**src/sv/mfap_pkg.sv**
```systemverilog
package mfap_pkg;

  localparam int MaxNodes  = 256;
  localparam int NodeW     = 8;
  localparam int EdgePairs = 1024;               // two slots per loaded edge
  localparam int PairW     = 10;                 // index into the edge pairs
  localparam int PairCntW  = 11;                 // 0..EdgePairs
  localparam int PosW      = 12;                 // slot scan position, 0..2*EdgePairs
  localparam int CapW      = 32;
  localparam int LimW      = 33;
  localparam int SumW      = 42;
  localparam int DepthW    = 9;                  // 0..MaxNodes
  localparam int NodeCntW  = 9;

  localparam logic [LimW-1:0] BigLim = {LimW{1'b1}};

  typedef enum logic [1:0] {
    ERR_OK    = 2'd0,
    ERR_FULL  = 2'd1,
    ERR_RANGE = 2'd2,
    ERR_SAME  = 2'd3
  } err_e;

  typedef enum logic [1:0] {
    CFG_NODE_COUNT = 2'd0,
    CFG_SOURCE     = 2'd1,
    CFG_SINK       = 2'd2
  } cfg_idx_e;

  typedef struct packed {
    logic             has_edge;
    logic [NodeW-1:0] from_node;
    logic [NodeW-1:0] to_node;
    logic [CapW-1:0]  capacity;
    logic             last;
  } in_beat_t;

  typedef struct packed {
    logic [SumW-1:0] total_flow;
    logic [1:0]      error_code;
  } out_beat_t;

  // one stored edge: slot 2k is from->to with capacity, slot 2k+1 its reverse
  typedef struct packed {
    logic [NodeW-1:0] from_node;
    logic [NodeW-1:0] to_node;
    logic [CapW-1:0]  capacity;
  } edge_ent_t;

  typedef struct packed {
    logic [NodeW-1:0] node;
    logic [PosW-1:0]  pos;
    logic [LimW-1:0]  lim;
  } stk_ent_t;

  typedef enum logic [3:0] {
    ST_IDLE,
    ST_CHK,
    ST_CLR,
    ST_START,
    ST_EXAM,
    ST_EVAL,
    ST_POP,
    ST_POPLD,
    ST_AUG_RS,
    ST_AUG_RF,
    ST_AUG_WR,
    ST_ADD,
    ST_FIN
  } state_e;

  typedef struct packed {
    logic load;
    logic chk;
    logic clr;
    logic start;
    logic eval;
    logic pop;
    logic popld;
    logic aug_rs;
    logic aug_rf;
    logic aug_wr;
    logic add;
    logic fin;
  } cmd_t;

  typedef struct packed {
    logic       in_last;
    logic [1:0] err;
    logic       pair_zero;
    logic       clr_last;
    logic       at_sink;
    logic       pos_end;
    logic       push_ok;
    logic       depth_one;
    logic       aug_last;
    logic       out_busy;
  } stat_t;

endpackage

```
**src/sv/mfap_ctrl.sv**
```systemverilog
module mfap_ctrl (
  input  logic           clk_i,
  input  logic           rst_ni,
  input  logic           in_valid_i,
  input  mfap_pkg::stat_t stat_i,
  output logic           in_stall_o,
  output mfap_pkg::cmd_t cmd_o
);

  mfap_pkg::state_e state_q, state_d;

  always_ff @(posedge clk_i or negedge rst_ni) begin
    if (!rst_ni) begin
      state_q <= mfap_pkg::ST_IDLE;
    end else begin
      state_q <= state_d;
    end
  end

  always_comb begin
    state_d    = state_q;
    cmd_o      = '0;
    in_stall_o = 1'b1;
    case (state_q)
      mfap_pkg::ST_IDLE: begin
        in_stall_o = 1'b0;
        if (in_valid_i) begin
          cmd_o.load = 1'b1;
          if (stat_i.in_last) state_d = mfap_pkg::ST_CHK;
        end
      end
      mfap_pkg::ST_CHK: begin
        cmd_o.chk = 1'b1;
        if (stat_i.err != mfap_pkg::ERR_OK) state_d = mfap_pkg::ST_FIN;
        else if (stat_i.pair_zero) state_d = mfap_pkg::ST_START;
        else state_d = mfap_pkg::ST_CLR;
      end
      mfap_pkg::ST_CLR: begin
        cmd_o.clr = 1'b1;
        if (stat_i.clr_last) state_d = mfap_pkg::ST_START;
      end
      mfap_pkg::ST_START: begin
        cmd_o.start = 1'b1;
        state_d = mfap_pkg::ST_EXAM;
      end
      mfap_pkg::ST_EXAM: begin
        // edge read for the scan position is in flight here
        if (stat_i.at_sink) state_d = mfap_pkg::ST_AUG_RS;
        else if (stat_i.pos_end) state_d = mfap_pkg::ST_POP;
        else state_d = mfap_pkg::ST_EVAL;
      end
      mfap_pkg::ST_EVAL: begin
        cmd_o.eval = 1'b1;
        state_d = mfap_pkg::ST_EXAM;
      end
      mfap_pkg::ST_POP: begin
        cmd_o.pop = 1'b1;
        if (stat_i.depth_one) state_d = mfap_pkg::ST_FIN;
        else state_d = mfap_pkg::ST_POPLD;
      end
      mfap_pkg::ST_POPLD: begin
        cmd_o.popld = 1'b1;
        state_d = mfap_pkg::ST_EXAM;
      end
      mfap_pkg::ST_AUG_RS: begin
        cmd_o.aug_rs = 1'b1;
        state_d = mfap_pkg::ST_AUG_RF;
      end
      mfap_pkg::ST_AUG_RF: begin
        cmd_o.aug_rf = 1'b1;
        state_d = mfap_pkg::ST_AUG_WR;
      end
      mfap_pkg::ST_AUG_WR: begin
        cmd_o.aug_wr = 1'b1;
        if (stat_i.aug_last) state_d = mfap_pkg::ST_ADD;
        else state_d = mfap_pkg::ST_AUG_RS;
      end
      mfap_pkg::ST_ADD: begin
        cmd_o.add = 1'b1;
        state_d = mfap_pkg::ST_START;
      end
      mfap_pkg::ST_FIN: begin
        if (!stat_i.out_busy) begin
          cmd_o.fin = 1'b1;
          state_d = mfap_pkg::ST_IDLE;
        end
      end
      default: state_d = mfap_pkg::ST_IDLE;
    endcase
  end

endmodule

```
**config.mk**
```make
export PLATFORM = sky130hd
export DESIGN_NAME = mfap_ctrl
export DESIGN_NICKNAME = d
export VERILOG_FILES = /design/src/sv/mfap_pkg.sv /design/src/sv/mfap_ctrl.sv
export SDC_FILE = /design/constraint.sdc
export NUM_CORES = 1
export LEC_CHECK = 0
export BUFFER_PORTS_ARGS = -buffer_cell sky130_fd_sc_hd__buf_4
export CORE_AREA = 2 2 39 41
export DETAILED_ROUTE_END_ITERATION = 6
export DIE_AREA = 0 0 41 43
export PLACE_DENSITY = 0.65
export SYNTH_ARGS = -nofsm -noshare
export SYNTH_HDL_FRONTEND = slang
export SYNTH_SLANG_ARGS = --single-unit
```
**constraint.sdc**
```tcl
create_clock -name clk_i -period 1.75 [get_ports clk_i]
set_input_delay 0 -clock clk_i [delete_from_list [all_inputs] [get_ports clk_i]]
set_output_delay 0 -clock clk_i [all_outputs]
set_load 0.01 [all_outputs]
```
[After elaboration in Yosys (flattened, before gate mapping)]
Cells that the tools add are included.
Word-level totals
  register bits after elaboration: 4
  output and inout port bits: 13
  logic and storage cells: 47
  bits in writable memories: 0
  bits in latches: 0
  memories: 0
  memory bits (read-only): 0
  bits of input ports: 14
Cells by class
  $lt $le $gt $ge: 0
  muxes and demuxes: 26
  equal/unequal tests: 16
  shift operators: 0
  add/subtract/negate cells: 0
  reductions and logical operators: 4
  bitwise logic cells: 0
  multipliers: 0
  divide/modulo/power cells: 0
Operators with widths (number)
  $pmux W4 S11: 1
  $mux W4: 7
  $eq A4 B4 Y1 const B: 5
  $eq A4 B3 Y1 const B: 4
  $mux W1: 16
  $eq A4 B2 Y1 const B: 2
  $ne A2 B2 Y1 const B: 4
  $eq A4 B1 Y1 const B: 1
  $logic_not A4 Y1: 1
  $mux W2: 2
  $reduce_and A4 Y1: 1
  $reduce_or A3 Y1: 1
  $reduce_bool A2 Y1: 1

[Logic depth before layout (Yosys ltp)]
Gate-level depths: netlist of run 1.
  depth in word-level cells: 3
  gate-level depth with buffers: 4
  gate-level depth less buffers: 3

[Worst setup path after synthesis of run 1]
OpenSTA, ideal clock, no wires.
  path type: reg2reg
  from: register state_q[1]
  to: register state_q[0]
  setup slack: 0.474 ns
  cell stages (with the launch flop): 4
  arrival: 1.141 ns
  setup time: 0.135 ns
  path buffers: 0
  period minus slack after synthesis: 1.276 ns
  data required time: 1.615 ns
  path through: dfrtp_1 or4_4 a21oi_2 a211oi_2
On the way
  cells in the longest elaborated chain, start to end: 3
  elaborated cells between the ends (all ways): 20
  classes of those cells: 16 x eq/ne; 1 x mux; 3 x reduce/logical
Ends and longest elaborated chain
  from (decl): RTL line mfap_ctrl.sv:10  | mfap_pkg::state_e state_q, state_d;
  from (signal assigned): RTL line mfap_ctrl.sv:14  | state_q <= mfap_pkg::ST_IDLE;
  from (signal assigned): RTL line mfap_ctrl.sv:16  | state_q <= state_d;
  $eq A4 B3 Y1, or another cell as far along: RTL line mfap_ctrl.sv:24  | case (state_q)
  $reduce_or A3 Y1 (no source line) or $ne A2 B2 Y1 (tied branches)
  $pmux W4 S11 or $reduce_and A4 Y1 (tied branches)
Parallel ways exist; a longest one is shown, timed or not.
A chain may end at the register's enable or synchronous reset.

==> results of run 1 <==
[area by class of cell]
cell class / instances / area share (%)
Clock buffer: 3 / 3.309
Tap cell: 16 / 2.941
Inverter: 3 / 1.654
Sequential cell: 4 / 14.71
Multi-Input combinational cell: 47 / 46.14
Timing Repair Buffer: 28 / 31.25
[metal layers]
| metal | GRT usage [%] | share of wire, % | vias to the layer above | wire, microns |
|---|---|---|---|---|
| met2 | 24.69 | 50 | 18 | 617 |
| met4 | 8.000 | 0 | 0 | 0 |
| met5 | 0 | 0 | - | 0 |
| met3 | 6.283 | 7.4 | 0 | 90 |
| li1 | - | - | 262 | - |
| met1 | 21.50 | 42 | 245 | 515 |
[stage by stage]
step	area [sq um]	setup WS [ns]	power, mW	cells	hold slack (ns)
finish	680.7	0.1535	1.010	101	0.06628
floorplan	450.4	0.4740	0.6770	58	-0.2956
CTS	680.7	0.1372	1.018	101	0.06263
global route	680.7	0.05130	1.111	101	0.07225
detailed placement	648.1	0.2939	0.8845	97	-0.2028
global placement	648.1	0.3092	0.8825	97	-0.2042
[placed cells by master (no fill, tap or decap)]
cell,instances
a211oi_2,1
nand2_1,5
o221ai_1,1
inv_1,2
o31ai_2,1
dlygate4sd3_1,1
nor3_1,1
o31ai_1,2
nor4b_4,1
buf_4,27
nor2_1,12
nand2b_1,5
clkbuf_4,3
o2111ai_1,1
a21oi_2,1
o21ba_1,1
a32oi_1,3
and2_0,1
nor2b_1,1
dfrtp_1,4
or2_2,2
inv_2,1
or4_4,1
o21a_1,1
nor3b_2,1
o211ai_1,1
or2b_1,1
nor4_1,1
a21oi_1,2
[worst min-delay path: cells and delay by family]
kind            cells  cell delay (ns)
buf+inv             1             0.08
simple gates        2             0.10
compound gates      1             0.08
[power groups by stage]
stage / sequential (mW) / combinational [mW] / clock (mW)
final: 0.259 / 0.629 / 0.122
after global routing: 0.276 / 0.696 / 0.139
after CTS: 0.256 / 0.635 / 0.127
after detailed placement: 0.256 / 0.628 / 0
after global placement: 0.257 / 0.625 / 0
after floorplan: 0.183 / 0.494 / 0
[timing repair]
action,in CTS,in global routing
gates resized for setup,0,0
endpoints found under the hold margin,4,0
hold buffers,1,0
[worst max path at each step]
stage,to,from,slack (ns),cells past startpoint
2_1_floorplan,state_q[0],state_q[1],0.47,3
3_3_place_gp,state_q[0],state_q[1],0.31,3
3_5_place_dp,state_q[0],state_q[1],0.29,3
4_1_cts,cmd_o[11],state_q[1],0.14,3
5_1_grt,cmd_o[11],state_q[1],0.05,3
6_report,cmd_o[11],state_q[1],0.15,3
[cell families after synthesis]
kind of cell / Yosys count / share of synthesized area, %
simple gates: 32 / 41.39
compound gates: 15 / 28.34
buf+inv: 7 / 8.054
flops: 4 / 22.22
==> results.cfg, run 1 <==
[cts]
postCtsSetupBuffers = 0
cts_tree = built
h-tree-depth = 1
clockBufferDepth = 2
cts_buffers = 3
clk_pin_slew_ns = 0.04
clock-sinks = 4
cts_root_buffer = clkbuf_4
clk_latency_ns = 0.24

[layout]
final_core_util_pct = 49.19
seqCellArea_sq_um = 100.1
nNetsFinal = 101
regMostFlops = state_q
largest_register_ffs = 4
top_regs = state_q: 4 flops
n_antenna_cell = 0
synthToLayoutAreaGrowth_pct = 51.11
multi_input_area_sq_um = 314.1
fillers = 139
layout-drive-gt1-share_pct = 45.88

[yosys]
synth.distinct_cells = 28
yosysMostFrequentCell = nor2_1
ys_seq_elements = 4
ys_seq_area_share_pct = 22.22
netlist_area_sq_um = 450.4
syn_nets = 72
synth_common_cells = nor2_1, nand2_1, nand2b_1
synth_area_leaders = dfrtp_1, nor2_1, nand2b_1
synth_flop_cell = dfrtp_1
postSynthCellCount = 58
synth-edff-count = 0
synth_top_area_share_pct = 22.22
yosysTopAreaCell = dfrtp_1
syn_area_per_cell_sq_um = 7.766
ys_warn_count = 0
async_flop_share_pct = 100.0

[sta]
drv_slew = 0
tightest_slew_ns = 0.4646
timing.fmax_ghz = 0.6264
fin_tns_setup_ns = 0
skew_ns = 0.002037
post-route-min-period_ns = 1.597
fin_crit_sh_pct = 91.23
setup_viol = 0
hold_viol = 0
rsz0062_at_grt = no
relSlewSlack_pct = 69.03

[pwr]
power.share.clock_pct = 12.1
switching_share_pct = 46.41
p_leak_nw = 0.3109
internal_power_mw = 0.5412
powerDensity_nw_per_um2 = 1484
p_sw_mw = 0.4687
p_seq_share_pct = 25.7
combPwrFrac_pct = 62.3
peakVddDrop_v = 0.0005887

[route]
drt_iter0_drc = 14
avgViaCountPerCell = 5.198
drtPass1Iterations = 4
routed_wl_microns = 1223
drc = 0
ant_nets = 0
via_count = 525
detail_route.wl_per_cell_microns = 12.11

[grt]
grt-ovfl-total = 0
grt_pass1_vias = 467
antenna_found_initial = 0
track_usage_pct = 17.04
grt_pass1_wl_microns = 2014
grt_max_degree = 15

[floorplan]
die-area_sq_um = 1763
die_w_microns = 41
die_h_microns = 43
start_util_pct = 32.55
io_pins = 27
coreArea_sq_um = 1384
std_cell_rows = 14

[worst_setup_path]
cpMaxStageDelayCell = or4_4
crit_path_start_kind = flip-flop
path_delay_family = simple AND/OR/NAND/NOR gates
cp.arrival_ns = 1.60
worstPathCellList = or4_4 -> nor2_1 -> buf_4
timing.rr.start = state_q[1]
rr_worst_depth = 3
rrSetupSlack_ns = 0.28
critPathCaptureType = primary output
cp.required_ns = 1.75
path_buf_inv = 1
crit_path_max_incr_delay_ns = 0.60
r2r_end = state_q[0]
crit_fanout = 14
critPathKind = reg -> out

[placement]
numPortBuffers = 25
dp_hpwl_microns = 901
gp_congestion = 0.7777

[hold_path]
min_from = stat_i[8]
min_path_cells = 4
hp-class = in -> reg
worstHoldEndpoint = state_q[1]

[flow_run]
drv_cap = 0

[run_status]
outcome = finished clean
Power figures use the tool's default switching activity.
==> run 2: changes to the inputs <==
clock period = 1.7 ns   (was 1.75 ns; I/O delays follow)
==> results.cfg, run 2 (synthesis results as in run 1) <==
[placement]
gp_congestion = 0.7833
placedInstanceArea_sq_um = 648.1
dp_hpwl_microns = 925.4
numPortBuffers = 25

[floorplan]
std_cell_rows = 14
die_h_microns = 43
start_util_pct = 32.55
die_w_microns = 41
coreArea_sq_um = 1384
io_pins = 27
die-area_sq_um = 1763

[sta]
fin_tns_setup_ns = 0
skew_ns = 0.003097
relSlewSlack_pct = 70.24
rsz0062_at_grt = no
fin_crit_sh_pct = 93.44
drv_slew = 0
post-route-min-period_ns = 1.589
hold_viol = 0
tightest_slew_ns = 0.4465
timing.fmax_ghz = 0.6295
setup_viol = 0

[worst_setup_path]
crit_fanout = 14
crit_path_max_incr_delay_ns = 0.59
worstPathCellList = or4_4 -> nor2_1 -> buf_4
cp.required_ns = 1.70
cp.arrival_ns = 1.59
timing.rr.start = state_q[1]
cp-startpoint = state_q[1]
cpMaxStageDelayCell = or4_4
critPathKind = reg -> out
crit_path_start_kind = flip-flop
critPathCaptureType = primary output

[pwr]
p_leak_nw = 0.3109
peakVddDrop_v = 0.0005635
powerDensity_nw_per_um2 = 1513

[grt]
antenna_found_initial = 0
grt_pass1_wl_microns = 1904
grt-ovfl-total = 0
grt_max_degree = 15
grt_pass1_vias = 447
track_usage_pct = 16.92

[cts]
cts_hold_buffers = 1
cts_resized = 0
cts_tree = built
clockBufferDepth = 2
clock-sinks = 4
cts_root_buffer = clkbuf_4
postCtsSetupBuffers = 0
clk_pin_slew_ns = 0.04
clk_latency_ns = 0.24
h-tree-depth = 1
cts_buffers = 3

[route]
drc = 0
detail_route.wl_per_cell_microns = 11.67
routed_wl_microns = 1179
ant_nets = 0
avgViaCountPerCell = 5.188
via_count = 524
drt_iter0_drc = 9
drtPass1Iterations = 4

[flow_run]
drv_cap = 0

[layout]
layout-drive-gt1-share_pct = 45.88
nNetsFinal = 101
n_antenna_cell = 0
layout_common_cells = buf_4, nor2_1, nand2_1, nand2b_1, dfrtp_1
final_area_sq_um = 680.7
synthToLayoutAreaGrowth_pct = 51.11
top_regs = state_q: 4 flops
regMostFlops = state_q
final_common_cell = buf_4
largest_register_ffs = 4

[run_status]
outcome = finished clean

[hold_path]
min_from = stat_i[8]
hp-class = in -> reg
run 2: cell counts in the layout (fill, tap and decap cells not counted):
Identical to the previous run, type by type.
run 2: per-layer routing:
metal,vias to the layer above,global-route usage [%],routed length [microns]
met2,21,23.44,570
met5,-,0,0
li1,263,-,-
met4,0,12.00,36
met1,235,20.45,488
met3,5,6.283,83
run 2: worst paths after layout:
path / to / slack [ns] / cells past startpoint
worst max-delay path: cmd_o[11] / 0.11 / 3
worst min-delay path: state_q[1] / 0.07 / 4
worst max register to register: state_q[0] / 0.25 / 3
worst min register to register: state_q[0] / 0.80 / 3
max in group asynchronous: state_q[2] / 1.51 / 2
min in group asynchronous: state_q[1] / 0.09 / 2
run 2: final cells by class:
type / count / area [sq um]
fill: 139 / 703.2
tap: 16 / 20.02
multi-input combinational: 47 / 314.1
sequential: 4 / 100.1
clock buffer: 3 / 22.52
timing repair buffer: 28 / 212.7
inverter: 3 / 11.26
run 2: where the power goes:
group	switching (mW)	internal (mW)	leakage (nW)
clock network	0.0423	0.0792	0.0138
logic	0.305	0.339	0.248
registers	0.125	0.139	0.0493
run 2: critical path: cells and delay by family (launching register included):
family | cells | cell delay (ns)
buffers and inverters | 1 | 0.12
and+or+nand+nor | 2 | 0.69
DFF | 1 | 0.53
run 2: stage by stage:
stage / instances / util (%) / hold slack (ns) / setup WS (ns) / total power, mW
after floorplan: 58 / - / -0.2956 / 0.4240 / 0.6969
after detailed placement: 97 / 46.84 / -0.2025 / 0.2639 / 0.9100
after global routing: 101 / 49.19 / 0.08454 / 0.01991 / 1.137
after global placement: 97 / 46.84 / -0.2039 / 0.2608 / 0.9069
after CTS: 101 / 49.19 / 0.06979 / 0.1050 / 1.040
final: 101 / 49.19 / 0.07236 / 0.1114 / 1.030
==> run 3: changes to the inputs <==
--- a/config.mk
+++ b/config.mk
@@ -8,6 +8,8 @@
 export BUFFER_PORTS_ARGS = -buffer_cell sky130_fd_sc_hd__buf_4
-export CORE_AREA = 2 2 39 41
+export CELL_PAD_IN_SITES_DETAIL_PLACEMENT = 0
+export CELL_PAD_IN_SITES_GLOBAL_PLACEMENT = 1
+export CORE_MARGIN = 1
+export CORE_UTILIZATION = 27
 export DETAILED_ROUTE_END_ITERATION = 6
-export DIE_AREA = 0 0 41 43
-export PLACE_DENSITY = 0.65
+export PLACE_DENSITY = 0.74
 export SYNTH_ARGS = -nofsm -noshare
==> constraint.sdc (replaced) <==
create_clock -name clk_i -period 1.7 [get_ports clk_i]
set_input_delay 0.34 -clock clk_i [delete_from_list [all_inputs] [get_ports clk_i]]
set_output_delay 0.34 -clock clk_i [all_outputs]
set_load 0.01 [all_outputs]
==> results.cfg, run 3 (synthesis results as in run 1) <==
[layout]
regMostFlops = state_q
final_common_cell = buf_4
synthToLayoutAreaGrowth_pct = 61.11
largest_register_ffs = 4
final_area_sq_um = 725.7
layout_common_cells = buf_4, nor2_1, nand2_1, nand2b_1
n_antenna_cell = 0
layout-drive-gt1-share_pct = 51.11
top_regs = state_q: 4 flops
nNetsFinal = 106

[placement]
gp_congestion = 0.6839
numPortBuffers = 25
dp_hpwl_microns = 914.9
placedInstanceArea_sq_um = 670.6
dp_slack_ns = 0.1935

[worst_setup_path]
cp-startpoint = state_q[0]
timing.rr.start = state_q[0]
critPathCaptureType = primary output
cp.arrival_ns = 1.37
crit_path_start_kind = flip-flop
crit_path_max_incr_delay_ns = 0.55
worstPathCellList = or4_4 -> nor2_2 -> buf_4
path_buf_inv = 1
crit_fanout = 3
r2r_end = state_q[0]
cpMaxStageDelayCell = or4_4
path_delay_family = simple AND/OR/NAND/NOR gates
critPathKind = reg -> out
rrSetupSlack_ns = 0.29
rr_worst_depth = 5
cp.required_ns = 1.36

[grt]
grt_max_degree = 14
grt_pass1_wl_microns = 1966
grt_pass1_vias = 494
track_usage_pct = 14.45
antenna_found_initial = 0
grt-ovfl-total = 0

[sta]
setup_viol = 1
skew_ns = 0.003944
rsz0062_at_grt = yes
fin_hold_ws_ns = 0.4096
timing.fmax_ghz = 0.5847
fin_crit_sh_pct = 100.6
post-route-min-period_ns = 1.710
fin_tns_setup_ns = -0.01024
setup_ws_ns = -0.01024
tightest_slew_ns = 0.3117
hold_viol = 0
drv_slew = 0
relSlewSlack_pct = 79.20

[run_status]
outcome = finished, violations left
violations = negative setup slack

[floorplan]
io_pins = 27
die_w_microns = 42.85
std_cell_rows = 14
die-area_sq_um = 1836
coreArea_sq_um = 1524
start_util_pct = 29.56
die_h_microns = 42.85

[route]
detail_route.wl_per_cell_microns = 11.65
drc = 0
wirelength_met1_microns = 550
wl_met2_microns = 632
avgViaCountPerCell = 5.009
wl_met3_microns = 37
routed_wl_microns = 1235
drtPass1Iterations = 4
via_count = 531
top_layer = met4
ant_nets = 0
drt_iter0_drc = 5

[cts]
clock-sinks = 4
cts_tree = built
cts_buffers = 3
clk_latency_ns = 0.24
clk_pin_slew_ns = 0.04
h-tree-depth = 1
clockBufferDepth = 2
cts_root_buffer = clkbuf_4

[hold_path]
min_path_cells = 4
worstHoldEndpoint = state_q[1]
min_from = stat_i[8]
hp-class = in -> reg

[pwr]
peakVddDrop_v = 0.0007239
p_leak_nw = 0.3339
powerDensity_nw_per_um2 = 1527

[flow_run]
drv_cap = 0
## run 3: cell count changes in the layout (fill, tap and decap cells not counted)
cell | previous run | this run
buf_4 | 27 | 31
buf_6 | 0 | 1
dfrtp_1 | 4 | 3
dfrtp_2 | 0 | 1
nor2_1 | 12 | 11
nor2_2 | 0 | 1
## run 3: final cells by class
cell class	count	area [sq um]
clock buffer	3	22.52
inverter	3	11.26
tap	16	20.02
fill	155	798.3
sequential	4	101.3
timing repair buffer	33	254.0
multi-input combinational	47	316.6
## run 3: repair_timing
item / in CTS / in global routing
hold endpoints to repair: 4 / 0
resized for setup: 2 / 1
endpoints found under the setup margin: 1 / 6
pin swaps: 1 / 2
setup buffers: 1 / 1
hold buffers: 1 / 0
## run 3: power breakdown
part	switching, mW	internal [mW]	total [mW]
Clock	0.0419	0.0792	0.121
Combinational	0.405	0.405	0.810
Sequential	0.0361	0.141	0.178
Total	0.483	0.625	1.11
## run 3: worst max-delay path by stage
stage,endpoint,slack [ns],depth (start not counted)
6_report,cmd_o[11],-0.01,3
5_1_grt,cmd_o[11],-0.07,3
4_1_cts,cmd_o[11],-0.02,3
3_5_place_dp,cmd_o[11],0.19,3
3_3_place_gp,cmd_o[11],0.21,3
2_1_floorplan,cmd_o[11],0.21,2
## run 3: worst min-delay path: cells and delay by family
kind            cells  cell delay, ns
simple gates        2            0.10
buf+inv             1            0.08
compound gates      1            0.07
## run 3: metal layers
| layer | track usage, % | vias to the layer above |
|---|---|---|
| met1 | 17.05 | 246 |
| met5 | 0 | - |
| met3 | 1.702 | 2 |
| li1 | - | 272 |
| met4 | 11.25 | 0 |
| met2 | 23.33 | 11 |
## run 3: metrics by stage
stage | util, % | std cells | power [mW]
after floorplan | - | 58 | 0.6969
after global routing | 47.62 | 106 | 1.206
after global placement | 44.01 | 100 | 0.9467
after CTS | 46.88 | 105 | 1.095
after detailed placement | 44.01 | 100 | 0.9489
final | 47.62 | 106 | 1.108
